--- src/hw/rtl/tce_pkg.sv ---
package tce_pkg;

    localparam int TIME_W      = 48;
    localparam int AGE_W       = 39;
    localparam int MUL_LO_W    = 20;
    localparam int ACC_W       = 71;
    localparam int EXP_W       = 49;
    localparam int SLOT_MAX_W  = 10;
    localparam int DIV_X_W     = 45;
    localparam int RECIP_W     = 46;
    localparam int DIV_ACC_W   = 91;
    localparam int RECIP_SHIFT = 52;

    localparam logic [RECIP_W-1:0]   RECIP_125      = 46'd36028797018964;
    localparam logic [15:0]          INTERVAL_RST   = 16'd1000;
    localparam logic [31:0]          HITS_MAX       = 32'hFFFF_FFFF;

    localparam logic MODE_QUERY  = 1'b0;
    localparam logic MODE_INSERT = 1'b1;

    typedef struct packed {
        logic                mode;
        logic [31:0]         key;
        logic [31:0]         ttl_seconds;
        logic [TIME_W-1:0]   now_ms;
    } tce_item_t;

    typedef struct packed {
        logic        hit;
        logic [5:0]  slot;
        logic [31:0] ttl_left;
        logic        evicted;
    } tce_result_t;

    typedef struct packed {
        logic [31:0]       tag;
        logic [31:0]       ttl;
        logic [TIME_W-1:0] created;
        logic [31:0]       hits;
    } tce_rec_t;

    typedef struct packed {
        logic                  push;
        logic [SLOT_MAX_W-1:0] push_slot;
        logic                  pop_rd;
        logic                  pop_commit;
    } tce_fl_ctrl_t;

    typedef enum logic [4:0] {
        S_IDLE,
        S_Q_START,
        S_SW_RD,
        S_SW_EXP,
        S_SW_CHK,
        S_FD_RD,
        S_FD_CHK,
        S_Q_DIV,
        S_Q_UPD,
        S_EV_RD,
        S_EV_DIV,
        S_EV_WAIT,
        S_EV_MUL,
        S_EV_CMP,
        S_EV_REL,
        S_POP_RD,
        S_POP,
        S_WR,
        S_OUT
    } tce_state_t;

endpackage

--- src/hw/rtl/tce_age_div.sv ---
module tce_age_div (
    input  logic                        clk,
    input  logic                        rst_n,
    input  logic                        start,
    input  logic [tce_pkg::TIME_W-1:0]  dividend,
    output logic                        done,
    output logic [tce_pkg::AGE_W-1:0]   quotient
);

    logic [tce_pkg::DIV_X_W-1:0]   x_reg, x_next;
    logic [tce_pkg::DIV_ACC_W-1:0] acc_reg, acc_next;
    logic [1:0]                    step_reg, step_next;
    logic                          busy_reg, busy_next;
    logic                          done_reg, done_next;
    logic [31:0]                   mul_a;
    logic [31:0]                   mul_b;
    logic [63:0]                   product;
    logic [tce_pkg::DIV_ACC_W-1:0] addend;

    // age = ((ms >> 3) * RECIP_125) >> 52, built from four 32x32 partial products
    assign mul_a   = step_reg[1] ? 32'(x_reg[tce_pkg::DIV_X_W-1:32]) : x_reg[31:0];
    assign mul_b   = step_reg[0] ? 32'(tce_pkg::RECIP_125[tce_pkg::RECIP_W-1:32])
                                 : tce_pkg::RECIP_125[31:0];
    assign product = mul_a * mul_b;

    always_comb
    begin
        case (step_reg)
            2'd0:
                addend = tce_pkg::DIV_ACC_W'(product);
            2'd1, 2'd2:
                addend = tce_pkg::DIV_ACC_W'({product, 32'b0});
            default:
                addend = tce_pkg::DIV_ACC_W'({product, 64'b0});
        endcase
    end

    always_comb
    begin
        x_next    = x_reg;
        acc_next  = acc_reg;
        step_next = step_reg;
        busy_next = busy_reg;
        done_next = 1'b0;
        if (start)
        begin
            x_next    = dividend[tce_pkg::TIME_W-1:3];
            acc_next  = '0;
            step_next = '0;
            busy_next = 1'b1;
        end
        else if (busy_reg)
        begin
            acc_next  = acc_reg + addend;
            step_next = step_reg + 1'b1;
            if (step_reg == 2'd3)
            begin
                busy_next = 1'b0;
                done_next = 1'b1;
            end
        end
    end

    always_ff @(posedge clk or negedge rst_n)
    begin
        if (!rst_n)
        begin
            busy_reg <= 1'b0;
            done_reg <= 1'b0;
            step_reg <= '0;
        end
        else
        begin
            busy_reg <= busy_next;
            done_reg <= done_next;
            step_reg <= step_next;
        end
    end

    always_ff @(posedge clk)
    begin
        x_reg   <= x_next;
        acc_reg <= acc_next;
    end

    assign done     = done_reg;
    assign quotient = acc_reg[tce_pkg::DIV_ACC_W-1:tce_pkg::RECIP_SHIFT];

endmodule

--- config.mk ---
export PLATFORM = sky130hd
export DESIGN_NAME = tce_age_div
export DESIGN_NICKNAME = d
export VERILOG_FILES = /design/src/hw/rtl/tce_pkg.sv /design/src/hw/rtl/tce_age_div.sv
export SDC_FILE = /design/constraint.sdc
export NUM_CORES = 2
export LEC_CHECK = 0
export ABC_AREA = 1
export BUFFER_PORTS_ARGS = -buffer_cell sky130_fd_sc_hd__buf_2
export CAP_MARGIN = 15
export CORE_MARGIN = 1
export CORE_UTILIZATION = 23
export CTS_BUF_LIST = sky130_fd_sc_hd__clkbuf_2
export DETAILED_ROUTE_END_ITERATION = 10
export PLACE_DENSITY = 0.44
export SYNTH_ARGS = -nofsm -noshare
export SYNTH_HDL_FRONTEND = slang
export SYNTH_SLANG_ARGS = --single-unit
--- constraint.sdc ---
create_clock -name clk -period 10.05 [get_ports clk]
set_input_delay 0.5025 -clock clk [delete_from_list [all_inputs] [get_ports clk]]
set_output_delay 0.5025 -clock clk [all_outputs]
set_load 0.02 [all_outputs]
==> flow_metrics.py <==
metrics = {
    "yosys": {
        "synthArstFlopShare": 0.0290,
        "syn_nets": 5543,
        "ys_ff_latch": 138,
        "ys_types": 58,
        "synth.avg_cell_area_um2": 7.53,
        "syn_inst": 4515,
        "synth_area_mm2": 0.0340,
        "synth_top_area_share": 0.250,
        "yosys_most_used_dff": "dfxtp_1",
        "yosys.area.top_type": "fa_1",
        "seq_area_frac_synth": 0.0951,
        "synth-warning-count": 0,
        "synth-edff-count": 45,
        "synth_area_leaders": "fa_1, ha_1, inv_1",
    },
    "detailed_routing": {
        "vias_per_cell": 4.36,
        "postRouteAntennaNets": 0,
        "dr.pass1.iters": 5,
        "wl_mm": 142,
        "vias": 31300,
        "wl_per_cell_um": 19.8,
        "dr.first_iter.drc_count": 1935,
        "drc": 0,
    },
    "floorplanning": {
        "die_y_um": 386,
        "start_util": 0.232,
        "die-area_mm2": 0.149,
        "rows": 140,
        "coreArea_mm2": 0.146,
        "die_x_um": 386,
        "boundaryPins": 91,
    },
    "worst_setup_path": {
        "arrival_ns": 10.85,
        "cp_slowest_cell": "o21ai_0",
        "max_stage_delay_ns": 0.56,
        "path_max_fanout": 6,
        "required_ns": 11.17,
        "rr_worst_depth": 45,
        "path_class": "reg2reg",
        "end_kind": "register",
        "crit_path_start_kind": "register",
    },
    "placement": {
        "hpwl_mm": 125,
        "post_dp_cell_area_mm2": 0.0408,
        "dp_cells": 7011,
        "place_congestion": 0.979,
        "pre_cts_ws_ns": -0.143,
        "place.port_buffers": 87,
    },
    "global_route": {
        "grt_use_total": 0.190,
        "overflow": 0,
        "grt_pass1_wl_mm": 209,
        "grt_pass1_vias": 32100,
        "grt_max_degree": 70,
        "antenna_found_initial": 6,
    },
    "final_layout": {
        "instances_no_fill": 7170,
        "design_area_mm2": 0.0433,
        "nFillCells": 16000,
        "largest_reg_flops": 89,
        "area_growth_pct": 27.3,
        "nNetsFinal": 6259,
        "drive_above_1_share": 0.212,
    },
    "clock_network": {
        "clk_pin_slew_ns": 0.28,
        "root_buffer": "clkbuf_2",
        "cts.sinks": 138,
        "cts_max_level": 4,
        "clock_path_buffers": 2,
        "cts_made_buffers": 17,
        "clock_latency_ns": 1.37,
        "cts_tree": "done",
    },
    "sta": {
        "fin_worst_skew_ns": 0.197,
        "slew-limit-headroom": 0.257,
        "setup_viol": 0,
        "period_needed_ns": 9.72,
        "worstMarginPinSlew_ns": 1.11,
        "rsz0062_at_grt": "true",
        "worst_slack_ns": 0.326,
        "fin_crit_sh": 0.968,
        "holdWs_ns": 0.292,
        "fmax_mhz": 103,
        "report.final.slew_viol_count": 0,
        "hold_viol": 0,
    },
    "run": {
        "cap_viol_max_count": 0,
    },
    "hold_path": {
        "hp-class": "in2async",
    },
    "outcome": {
        "outcome": "finished clean",
    },
}
placed cells by master (no fill, tap or decap), types with 11 or more instances in the layout:
| master | n |
|---|---|
| a21oi_2 | 49 |
| nand3_2 | 14 |
| xor2_1 | 46 |
| nand3_1 | 142 |
| xnor2_1 | 24 |
| o21a_1 | 19 |
| clkbuf_2 | 18 |
| nor2_4 | 13 |
| edfxtp_1 | 45 |
| o21ai_1 | 49 |
| o21ai_2 | 23 |
| buf_2 | 86 |
| inv_2 | 56 |
| nor3_1 | 33 |
| ha_1 | 536 |
| dlygate4sd3_1 | 93 |
| nand2_2 | 38 |
| o22ai_1 | 15 |
| nor2_2 | 63 |
| ha_4 | 11 |
| nor2_1 | 500 |
| o21ai_0 | 174 |
| or2_1 | 11 |
| a31oi_1 | 13 |
| nand4_1 | 27 |
| inv_1 | 1062 |
| nor3_2 | 23 |
| o21bai_1 | 32 |
| dfxtp_1 | 89 |
| fa_1 | 414 |
| nand2_1 | 539 |
| or2_2 | 20 |
| a21oi_1 | 182 |
| a21o_1 | 28 |
| buf_4 | 606 |
worst max-delay path, delay by kind of cell (launching register included):
family                   cells  cell delay [ns]
XOR/XNOR                     1             0.22
AO/OA/AOI/OAI                7             1.51
flip-flops                   1             0.46
AND/OR/NAND/NOR             13             1.54
adder cells (fa/ha/maj)     10             4.37
buffers and inverters       14             1.53
kinds of logic after synthesis:
kind of cell | share of synthesized area
AND/OR/NAND/NOR | 0.184
flip-flops | 0.0951
XOR/XNOR | 0.0193
AO/OA/AOI/OAI | 0.109
buffers and inverters | 0.139
adder cells (fa/ha/maj) | 0.453
repair_timing:
| action | 4_1_cts | 5_1_grt |
|---|---|---|
| hold buffers | 93 | 0 |
| pin swaps | 2 | 40 |
| setup buffers | 2 | 23 |
| gates resized for setup | 12 | 269 |
| endpoints found under the setup margin | 26 | 56 |
| endpoints found under the hold margin | 99 | 0 |
stage by stage:
step           setup TNS [ns]   util
2_1_floorplan               0      -
3_3_place_gp            -1.09  0.279
3_5_place_dp           -0.679  0.279
4_1_cts                     0  0.288
5_1_grt                -0.690  0.296
6_report                    0  0.296
cells in the mapped netlist, types with 5 or more instances:
| library cell | count |
|---|---|
| a21boi_0 | 5 |
| a21o_1 | 28 |
| a21oi_1 | 227 |
| a21oi_2 | 7 |
| a31oi_1 | 16 |
| and3_1 | 5 |
| buf_1 | 10 |
| buf_2 | 8 |
| buf_4 | 39 |
| clkbuf_1 | 39 |
| dfxtp_1 | 89 |
| edfxtp_1 | 45 |
| fa_1 | 424 |
| ha_1 | 553 |
| inv_1 | 1067 |
| inv_2 | 52 |
| nand2_1 | 564 |
| nand2_2 | 14 |
| nand3_1 | 152 |
| nand3_2 | 5 |
| nand3b_1 | 9 |
| nand4_1 | 27 |
| nor2_1 | 548 |
| nor2_2 | 26 |
| nor3_1 | 51 |
| nor3_2 | 8 |
| nor4_1 | 10 |
| nor4_2 | 6 |
| o211ai_1 | 7 |
| o21a_1 | 19 |
| o21ai_0 | 201 |
| o21ai_1 | 38 |
| o21ai_2 | 11 |
| o21bai_1 | 37 |
| o22ai_1 | 17 |
| or2_1 | 11 |
| or2_2 | 21 |
| xnor2_1 | 27 |
| xor2_1 | 48 |
cell type report:
class / count / area, µm² / area share
multi-input combinational: 3158 / 27100 / 0.626
inverter: 1123 / 4220 / 0.0975
tap: 1917 / 2400 / 0.0554
timing repair buffer: 793 / 6040 / 0.140
clock buffer: 18 / 90.1 / 0.00208
clock inverter: 14 / 184 / 0.00425
antenna: 9 / 22.5 / 0.000521
sequential: 138 / 3240 / 0.0748
worst paths after layout:
kind / start / endpoint / slack (ns)
worst min-delay path: rst_n / busy_reg$_DFF_PN0_ / 0.29
max in group asynchronous: rst_n / done$_DFF_PN0_ / 9.43
worst min register to register: acc_reg[2]$_SDFFE_PP0P_ / acc_reg[2]$_SDFFE_PP0P_ / 0.50
worst max register to register: step_reg[1]$_DFFE_PN0P_ / acc_reg[89]$_SDFFE_PP0P_ / 0.33
min in group clk: start / acc_reg[2]$_SDFFE_PP0P_ / 0.30
worst max-delay path: step_reg[1]$_DFFE_PN0P_ / acc_reg[89]$_SDFFE_PP0P_ / 0.33
per-layer routing:
| metal | vias to the layer above | routed length [µm] | GRT usage |
|---|---|---|---|
| met5 | - | 0 | 0 |
| met4 | 0 | 3440 | 0.0375 |
| met3 | 111 | 5510 | 0.0233 |
| met2 | 594 | 64700 | 0.311 |
| met1 | 15100 | 68100 | 0.267 |
| li1 | 15500 | - | - |
Power is not shown: default switching activity piles up to over one toggle a cycle in this logic, so the estimate is an artifact.
