==> config.mk <==
export PLATFORM = sky130hd
export DESIGN_NAME = tce_free_list
export DESIGN_NICKNAME = d
export VERILOG_FILES = /design/src/hw/rtl/tce_pkg.sv /design/src/hw/rtl/tce_free_list.sv
export SDC_FILE = /design/constraint.sdc
export NUM_CORES = 1
export LEC_CHECK = 0
export BUFFER_PORTS_ARGS = -buffer_cell sky130_fd_sc_hd__buf_2
export CAP_MARGIN = 20
export CORE_ASPECT_RATIO = 1.75
export CORE_MARGIN = 10
export CORE_UTILIZATION = 30
export DETAILED_ROUTE_END_ITERATION = 16
export GPL_TIMING_DRIVEN = 0
export PLACE_DENSITY = 0.54
export SLEW_MARGIN = 20
export SYNTH_ARGS = -nofsm -noshare
export SYNTH_HDL_FRONTEND = slang
export SYNTH_SLANG_ARGS = --single-unit
==> constraint.sdc <==
create_clock -name clk -period 3.47 [get_ports clk]
set_input_delay 0.1735 -clock clk [delete_from_list [all_inputs] [get_ports clk]]
set_output_delay 0.1735 -clock clk [all_outputs]
set_load 0.02 [all_outputs]
==> src/hw/rtl/tce_pkg.sv <==
package tce_pkg;

    localparam int TIME_W      = 48;
    localparam int AGE_W       = 39;
    localparam int MUL_LO_W    = 20;
    localparam int ACC_W       = 71;
    localparam int EXP_W       = 49;
    localparam int SLOT_MAX_W  = 10;
    localparam int DIV_X_W     = 45;
    localparam int RECIP_W     = 46;
    localparam int DIV_ACC_W   = 91;
    localparam int RECIP_SHIFT = 52;

    localparam logic [RECIP_W-1:0]   RECIP_125      = 46'd36028797018964;
    localparam logic [15:0]          INTERVAL_RST   = 16'd1000;
    localparam logic [31:0]          HITS_MAX       = 32'hFFFF_FFFF;

    localparam logic MODE_QUERY  = 1'b0;
    localparam logic MODE_INSERT = 1'b1;

    typedef struct packed {
        logic                mode;
        logic [31:0]         key;
        logic [31:0]         ttl_seconds;
        logic [TIME_W-1:0]   now_ms;
    } tce_item_t;

    typedef struct packed {
        logic        hit;
        logic [5:0]  slot;
        logic [31:0] ttl_left;
        logic        evicted;
    } tce_result_t;

    typedef struct packed {
        logic [31:0]       tag;
        logic [31:0]       ttl;
        logic [TIME_W-1:0] created;
        logic [31:0]       hits;
    } tce_rec_t;

    typedef struct packed {
        logic                  push;
        logic [SLOT_MAX_W-1:0] push_slot;
        logic                  pop_rd;
        logic                  pop_commit;
    } tce_fl_ctrl_t;

    typedef enum logic [4:0] {
        S_IDLE,
        S_Q_START,
        S_SW_RD,
        S_SW_EXP,
        S_SW_CHK,
        S_FD_RD,
        S_FD_CHK,
        S_Q_DIV,
        S_Q_UPD,
        S_EV_RD,
        S_EV_DIV,
        S_EV_WAIT,
        S_EV_MUL,
        S_EV_CMP,
        S_EV_REL,
        S_POP_RD,
        S_POP,
        S_WR,
        S_OUT
    } tce_state_t;

endpackage

==> src/hw/rtl/tce_free_list.sv <==
module tce_free_list #(
    parameter int ENTRIES = 64,
    parameter int SW      = 6,
    parameter int CW      = 7
) (
    input  logic                  clk,
    input  logic                  rst_n,
    input  tce_pkg::tce_fl_ctrl_t ctrl,
    output logic [CW-1:0]         count,
    output logic [SW-1:0]         pop_slot
);

    localparam logic [CW:0]   NUM  = (CW+1)'(ENTRIES);
    localparam logic [SW-1:0] LAST = SW'(ENTRIES - 1);

    logic [SW-1:0]      mem [ENTRIES];
    logic [ENTRIES-1:0] wr_flag_reg, wr_flag_next;
    logic [SW-1:0]      head_reg, head_next;
    logic [CW-1:0]      count_reg, count_next;
    logic [SW-1:0]      rd_q_reg;
    logic               rd_flag_reg;
    logic [SW-1:0]      rd_head_reg;
    logic [CW:0]        tail_sum;
    logic [SW-1:0]      tail;
    logic               push_ok;

    assign tail_sum = (CW+1)'(head_reg) + (CW+1)'(count_reg);
    assign tail     = (tail_sum >= NUM) ? SW'(tail_sum - NUM) : SW'(tail_sum);
    assign push_ok  = ctrl.push && ((CW+1)'(count_reg) < NUM);

    always_comb
    begin
        wr_flag_next = wr_flag_reg;
        head_next    = head_reg;
        count_next   = count_reg;
        if (push_ok)
        begin
            wr_flag_next[tail] = 1'b1;
            count_next         = count_next + 1'b1;
        end
        if (ctrl.pop_commit)
        begin
            head_next  = (head_reg == LAST) ? '0 : head_reg + 1'b1;
            count_next = count_next - 1'b1;
        end
    end

    always_ff @(posedge clk or negedge rst_n)
    begin
        if (!rst_n)
        begin
            wr_flag_reg <= '0;
            head_reg    <= '0;
            count_reg   <= CW'(ENTRIES);
        end
        else
        begin
            wr_flag_reg <= wr_flag_next;
            head_reg    <= head_next;
            count_reg   <= count_next;
        end
    end

    always_ff @(posedge clk)
    begin
        if (push_ok)
        begin
            mem[tail] <= SW'(ctrl.push_slot);
        end
        if (ctrl.pop_rd)
        begin
            rd_q_reg    <= mem[head_reg];
            rd_flag_reg <= wr_flag_reg[head_reg];
            rd_head_reg <= head_reg;
        end
    end

    assign count    = count_reg;
    assign pop_slot = rd_flag_reg ? rd_q_reg : rd_head_reg;

endmodule

==> results of run 1 <==
[final cells by class]
type / count / area [sq um]
buffer: 68 / 439
clock buffer: 47 / 1070
clock inverter: 26 / 259
fill: 5997 / 42100
inverter: 5 / 18.8
multi-input combinational: 503 / 5180
sequential: 474 / 13800
tap: 812 / 1020
timing repair buffer: 27 / 198
[routing by layer]
layer | vias to the layer above | track usage | wire (microns)
met5 | - | 0 | 13
met4 | 2 | 0.0739 | 2680
met3 | 95 | 0.0171 | 2090
met2 | 280 | 0.274 | 30100
met1 | 5424 | 0.145 | 18100
li1 | 4340 | - | -
[cells in the final DEF (no fill, tap or decap), types with 7 or more instances in the layout]
cell       count
a21oi_1       10
a22oi_1       13
a31oi_1        7
buf_2         36
buf_4         19
buf_6         14
clkbuf_1      22
clkbuf_16     42
clkinv_2       8
dfrtp_1       76
edfxtp_1     397
ha_1           8
mux2_2         7
mux2i_1       31
mux4_2       105
nand2_1       30
nand2b_1       8
nand3_1        7
nor2_1        37
nor2_2        47
nor2b_1        7
o21ai_0       20
o21bai_1      60
o221ai_1      13
xnor2_1       15
[Yosys cell counts, types with 14 or more instances]
master | number | area, sq um
buf_2 | 19 | 95.1
buf_6 | 14 | 158
clkbuf_1 | 22 | 82.6
dfrtp_1 | 76 | 1900
edfxtp_1 | 397 | 11900
mux2i_1 | 31 | 310
mux4_2 | 105 | 2360
nand2_1 | 30 | 113
nor2_1 | 84 | 315
o21ai_0 | 20 | 100
o21bai_1 | 60 | 450
xnor2_1 | 15 | 131
[power groups by stage]
stage          combinational (uW)  clock [uW]  sequential [uW]
2_1_floorplan                4290           0             7350
3_5_place_dp                 6810           0             7450
4_1_cts                      6850        4760             7350
5_1_grt                      7380        4940             7420
6_report                     6970        4660             7340
3_3_place_gp                 6730           0             7430
[per-stage QoR]
step	std cells	instance area (sq um)	TNS, ns	power (uW)	worst slack [ns]
after floorplan	1050	19400	0	11600	0.646
after global placement	1885	20500	-1.18	14200	-0.0792
after detailed placement	1887	20600	-0.626	14300	-0.0530
after CTS	1962	21900	-0.433	19000	-0.0332
after global routing	1962	22000	-0.293	19700	-0.0188
final	1962	22000	0	19000	0.113
[repair_timing]
| action | in CTS | in global routing |
|---|---|---|
| resized for setup | 4 | 58 |
| setup endpoints to repair | 34 | 358 |
| endpoints found under the hold margin | 88 | 0 |
| hold buffers | 2 | 0 |
| setup buffers | 0 | 0 |
| pin swaps | 0 | 0 |
| cloned | 0 | 0 |
[cell families after synthesis]
family          count (synthesis)  synth area share
compound gates                166            0.0645
xor+xnor                       21           0.00989
fa+ha+maj                       9           0.00620
buf+inv                        73            0.0233
flops                         474             0.715
mux                           143             0.142
simple gates                  164            0.0387
[final timing paths]
path | depth (start not counted) | end | startpoint
worst max-delay path | 6 | mem[63][3] | head_reg[0]
worst min-delay path | 2 | wr_flag_reg[55] | rst_n
worst max register to register | 6 | mem[63][3] | head_reg[0]
worst min register to register | 1 | wr_flag_reg[53] | wr_flag_reg[53]
max in group asynchronous | 3 | wr_flag_reg[1] | rst_n
min in group clk | 4 | count[1] | ctrl[12]
==> reports/results.ini, run 1 <==
[logic_synthesis]
async_reset_ff_frac=0.162
synth_cells=1050
synth-seq-cells=474
syn_avg_cell_area_sq_um=18.4
synth-seq-area-share=0.715
synth_nets=1074
ys_types=56
yosys_warnings=0
synth_ff_type=edfxtp_1
syn_area_sq_um=19400
synth-edff-count=397

[global_routing]
overflow=0
antenna_found_initial=1
grt_pass1_vias=11100
grt_use_total=0.142
grt_max_degree=65
grt_pass1_wl_mm=77.7

[sta]
final_hold_viol_count=0
fmax_mhz=298
slew_headroom=0.133
finalMaxSlewViolations=0
finalSetupViolCount=0
clock_skew_ns=0.0237
fin_crit_ns=3.36
whs_ns=0.0614
rsz0062_at_grt=true
final.period_utilization=0.968
tightestPinTransition_ns=1.30

[cts]
clockBufferDepth=3
cts.sinks=474
clock_latency_ns=0.57
path_clk_slew_ns=0.07
numCtsBuffers=41
cts_root_buffer=clkbuf_16
h-tree-depth=2
cts_tree=done

[placed_design]
globalplace.congestion=0.875
io_buffers=23
hpwl_mm=36.9

[die]
die_w_microns=212
die_h_microns=356
num_rows=123
ios=28
core_area_sq_um=64200
die_area_sq_um=75500
initial_core_util=0.302

[finish]
antennaDiodeCount=0
layout-drive-gt1-share=0.272
finalNetCount=1144
largest_register_ffs=384
final_util=0.343
syn_to_final_growth_pct=13.8

[worst_setup_path]
critical_path_required_ns=3.67
cp_slowest_cell=nor2_1
cpLargestDelayFamily=simple AND/OR/NAND/NOR gates
worstSetupStartpointType=flop
arrival_ns=3.56
critical-path-max-stage-delay_ns=0.59
rrSetupSlack_ns=0.11
critPathBufInv=1
cp_cell_sequence=ha_1 > fa_1 > xor2_1 > nand3_1 > clkbuf_2 > nor2_1
cp-end-kind=flop
path_max_fanout=10
critPathKind=reg -> reg

[flow_run]
maxCapViolCount=0

[power]
p_sw_uw=7040
p_seq_frac=0.387
power_density_nw_per_um2=861
ir_drop_mv=0.382
p_leak_uw=0.00719
switching_share=0.371
clockPowerShare=0.246
power_frac_comb=0.368
intPower_uw=11900

[drt]
first_iter_violations=878
wl_per_cell_microns=27.0
antenna_left=0
vias=10100
drt-pass1-iter-count=5
drt_wl_total_mm=53.0
viasPerCell=5.17
drc=0

[min_path]
hold_class=in -> async

[outcome]
status=complete, no violations

No activity file was read; power rests on OpenSTA's default activity.
==> run 2: changes to the inputs <==
ABC_AREA = 1   (was default)
TNS_END_PERCENT = 30   (was default)
==> reports/results.ini, run 2 <==
[outcome]
status=complete, no violations

[power]
switching_share=0.440
p_leak_uw=0.0102
p_seq_frac=0.332
ir_drop_mv=0.733
intPower_uw=11800
power_frac_comb=0.436
clockPowerShare=0.232
power_density_nw_per_um2=876
p_sw_uw=9260

[logic_synthesis]
syn_area_sq_um=21100
synth-seq-cells=474
netlist.area_leader.share=0.564
yosys_warnings=0
async_reset_ff_frac=0.162
synth_ff_type=edfxtp_1
synth_cells=2072
synth-edff-count=397
synth.area.top_cells=edfxtp_1, nand2_1, dfrtp_1, nand3_1, inv_1
synth-seq-area-share=0.656
synth_area_leader_cell=edfxtp_1
yosysMostFrequentCell=nand2_1
synth_nets=2096
yosys-top-cells-count=nand2_1, edfxtp_1, nand3_1
ys_types=42
syn_avg_cell_area_sq_um=10.2

[die]
die_h_microns=371
num_rows=128
ios=28
die_area_sq_um=81800
initial_core_util=0.303
die_w_microns=221
core_area_sq_um=69700

[worst_setup_path]
critical_path_required_ns=3.72
cp_slowest_cell=nor2_2
worstSetupStartpointType=flop
r2r_start=head_reg[0]
cp-end-kind=flop
r2r_end=mem[3][4]
critPathKind=reg -> reg
crit_top_cell=inv_1
path_max_fanout=8
cp_cell_sequence=ha_1 > fa_1 > inv_1 > nor2_1 > inv_1 > nor2_2 > nand3_1 > inv_1
arrival_ns=3.55
critical-path-max-stage-delay_ns=0.78
rrSetupSlack_ns=0.17
r2r_cells=8

[global_routing]
grt_use_total=0.165
grt_max_degree=68
grt_pass1_wl_mm=98.2
antenna_found_initial=0
overflow=0
grt_pass1_vias=15000

[drt]
drt_wl_total_mm=68.4
drc=0
drt-pass1-iter-count=5
antenna_left=0
viasPerCell=4.79
vias=14800
first_iter_violations=1042
wl_per_cell_microns=22.1

[finish]
largest_register_ffs=384
finalNetCount=2173
final_util=0.344
mostFrequentLayoutCell=nand2_1
syn_to_final_growth_pct=13.6
n_fill_cell=7064
final_cell_mix=nand2_1, edfxtp_1, nand3_1, inv_1, dfrtp_1
final_area_sq_um=24000
layout-drive-gt1-share=0.110
antennaDiodeCount=0

[min_path]
hold_depth=3
hp-start=ctrl[0]
holdPathEnd=head_reg[1]
hold_class=in -> reg

[cts]
h-tree-depth=2
cts_root_buffer=clkbuf_16
numCtsBuffers=41
path_clk_slew_ns=0.07
cts_resized=0
clockBufferDepth=3
clock_latency_ns=0.58
cts_tree=done
cts.sinks=474

[placed_design]
hpwl_mm=49.5
io_buffers=22
post-place-ws_ns=0.245
globalplace.congestion=0.928
place_area_sq_um=22500

[sta]
tightestPinTransition_ns=1.04
finalMaxSlewViolations=0
fin_crit_ns=3.30
fin_ws_ns=0.171
rsz0062_at_grt=false
slew_headroom=0.307
final.period_utilization=0.951
final_hold_viol_count=0
finalSetupViolCount=0
fmax_mhz=303
tns_ns=0
clock_skew_ns=0.0252

[flow_run]
maxCapViolCount=0

run 2: worst max-delay path, delay by kind of cell, from the launching register on:
kind	cells	cell delay, ns
buf+inv	3	0.42
flops	1	0.49
simple gates	3	1.20
fa+ha+maj	2	0.85
run 2: repair_timing:
item | 4_1_cts | 5_1_grt
hold buffers | 5 | 0
endpoints found under the hold margin | 96 | 0
setup buffers | 0 | 0
run 2: cells by family after synthesis:
family / synth area share
mux: 0.00367
simple gates: 0.248
compound gates: 0.00314
xor+xnor: 0.00746
buf+inv: 0.0767
flops: 0.656
fa+ha+maj: 0.00569
run 2: layout make-up:
class / instances / area [sq um] / share of cell area
Buffer: 107 / 548 / 0.0228
Timing Repair Buffer: 34 / 337 / 0.0140
Tap cell: 910 / 1140 / 0.0474
Clock inverter: 17 / 194 / 0.00808
Inverter: 285 / 1070 / 0.0447
Clock buffer: 59 / 1210 / 0.0503
Sequential cell: 474 / 13800 / 0.577
Multi-Input combinational cell: 1206 / 5650 / 0.236
run 2: stage by stage:
step / hold WS (ns) / power, uW / instances
global route: 0.0766 / 21800 / 3092
finish: 0.0596 / 21000 / 3092
global placement: 0.433 / 16100 / 3004
floorplan: -0.122 / 12600 / 2072
CTS: 0.0546 / 21000 / 3092
detailed placement: 0.0134 / 16200 / 3011
run 2: power by group through the flow:
stage	clock network, uW	registers, uW	logic (uW)
final	4880	6970	9170
after global routing	5130	7010	9680
after CTS	4930	6980	9120
after detailed placement	0	7100	9080
after global placement	0	7090	8980
after floorplan	0	7040	5600
run 2: how the worst max path moves through the flow:
| stage | slack (ns) | cells past startpoint | end | start |
|---|---|---|---|---|
| after floorplan | 0.95 | 10 | mem[49][0] | count[0] |
| after global placement | 0.25 | 8 | mem[3][1] | head_reg[0] |
| after detailed placement | 0.25 | 8 | mem[3][0] | head_reg[0] |
| after CTS | 0.22 | 8 | mem[3][0] | head_reg[0] |
| after global routing | 0.16 | 8 | mem[3][0] | head_reg[0] |
| final | 0.17 | 8 | mem[3][4] | head_reg[0] |
run 2: layer usage:
metal | share of wire | global-route usage
met5 | 0 | 0
met2 | 0.55 | 0.317
met4 | 0.080 | 0.123
met3 | 0.035 | 0.0145
met1 | 0.33 | 0.159
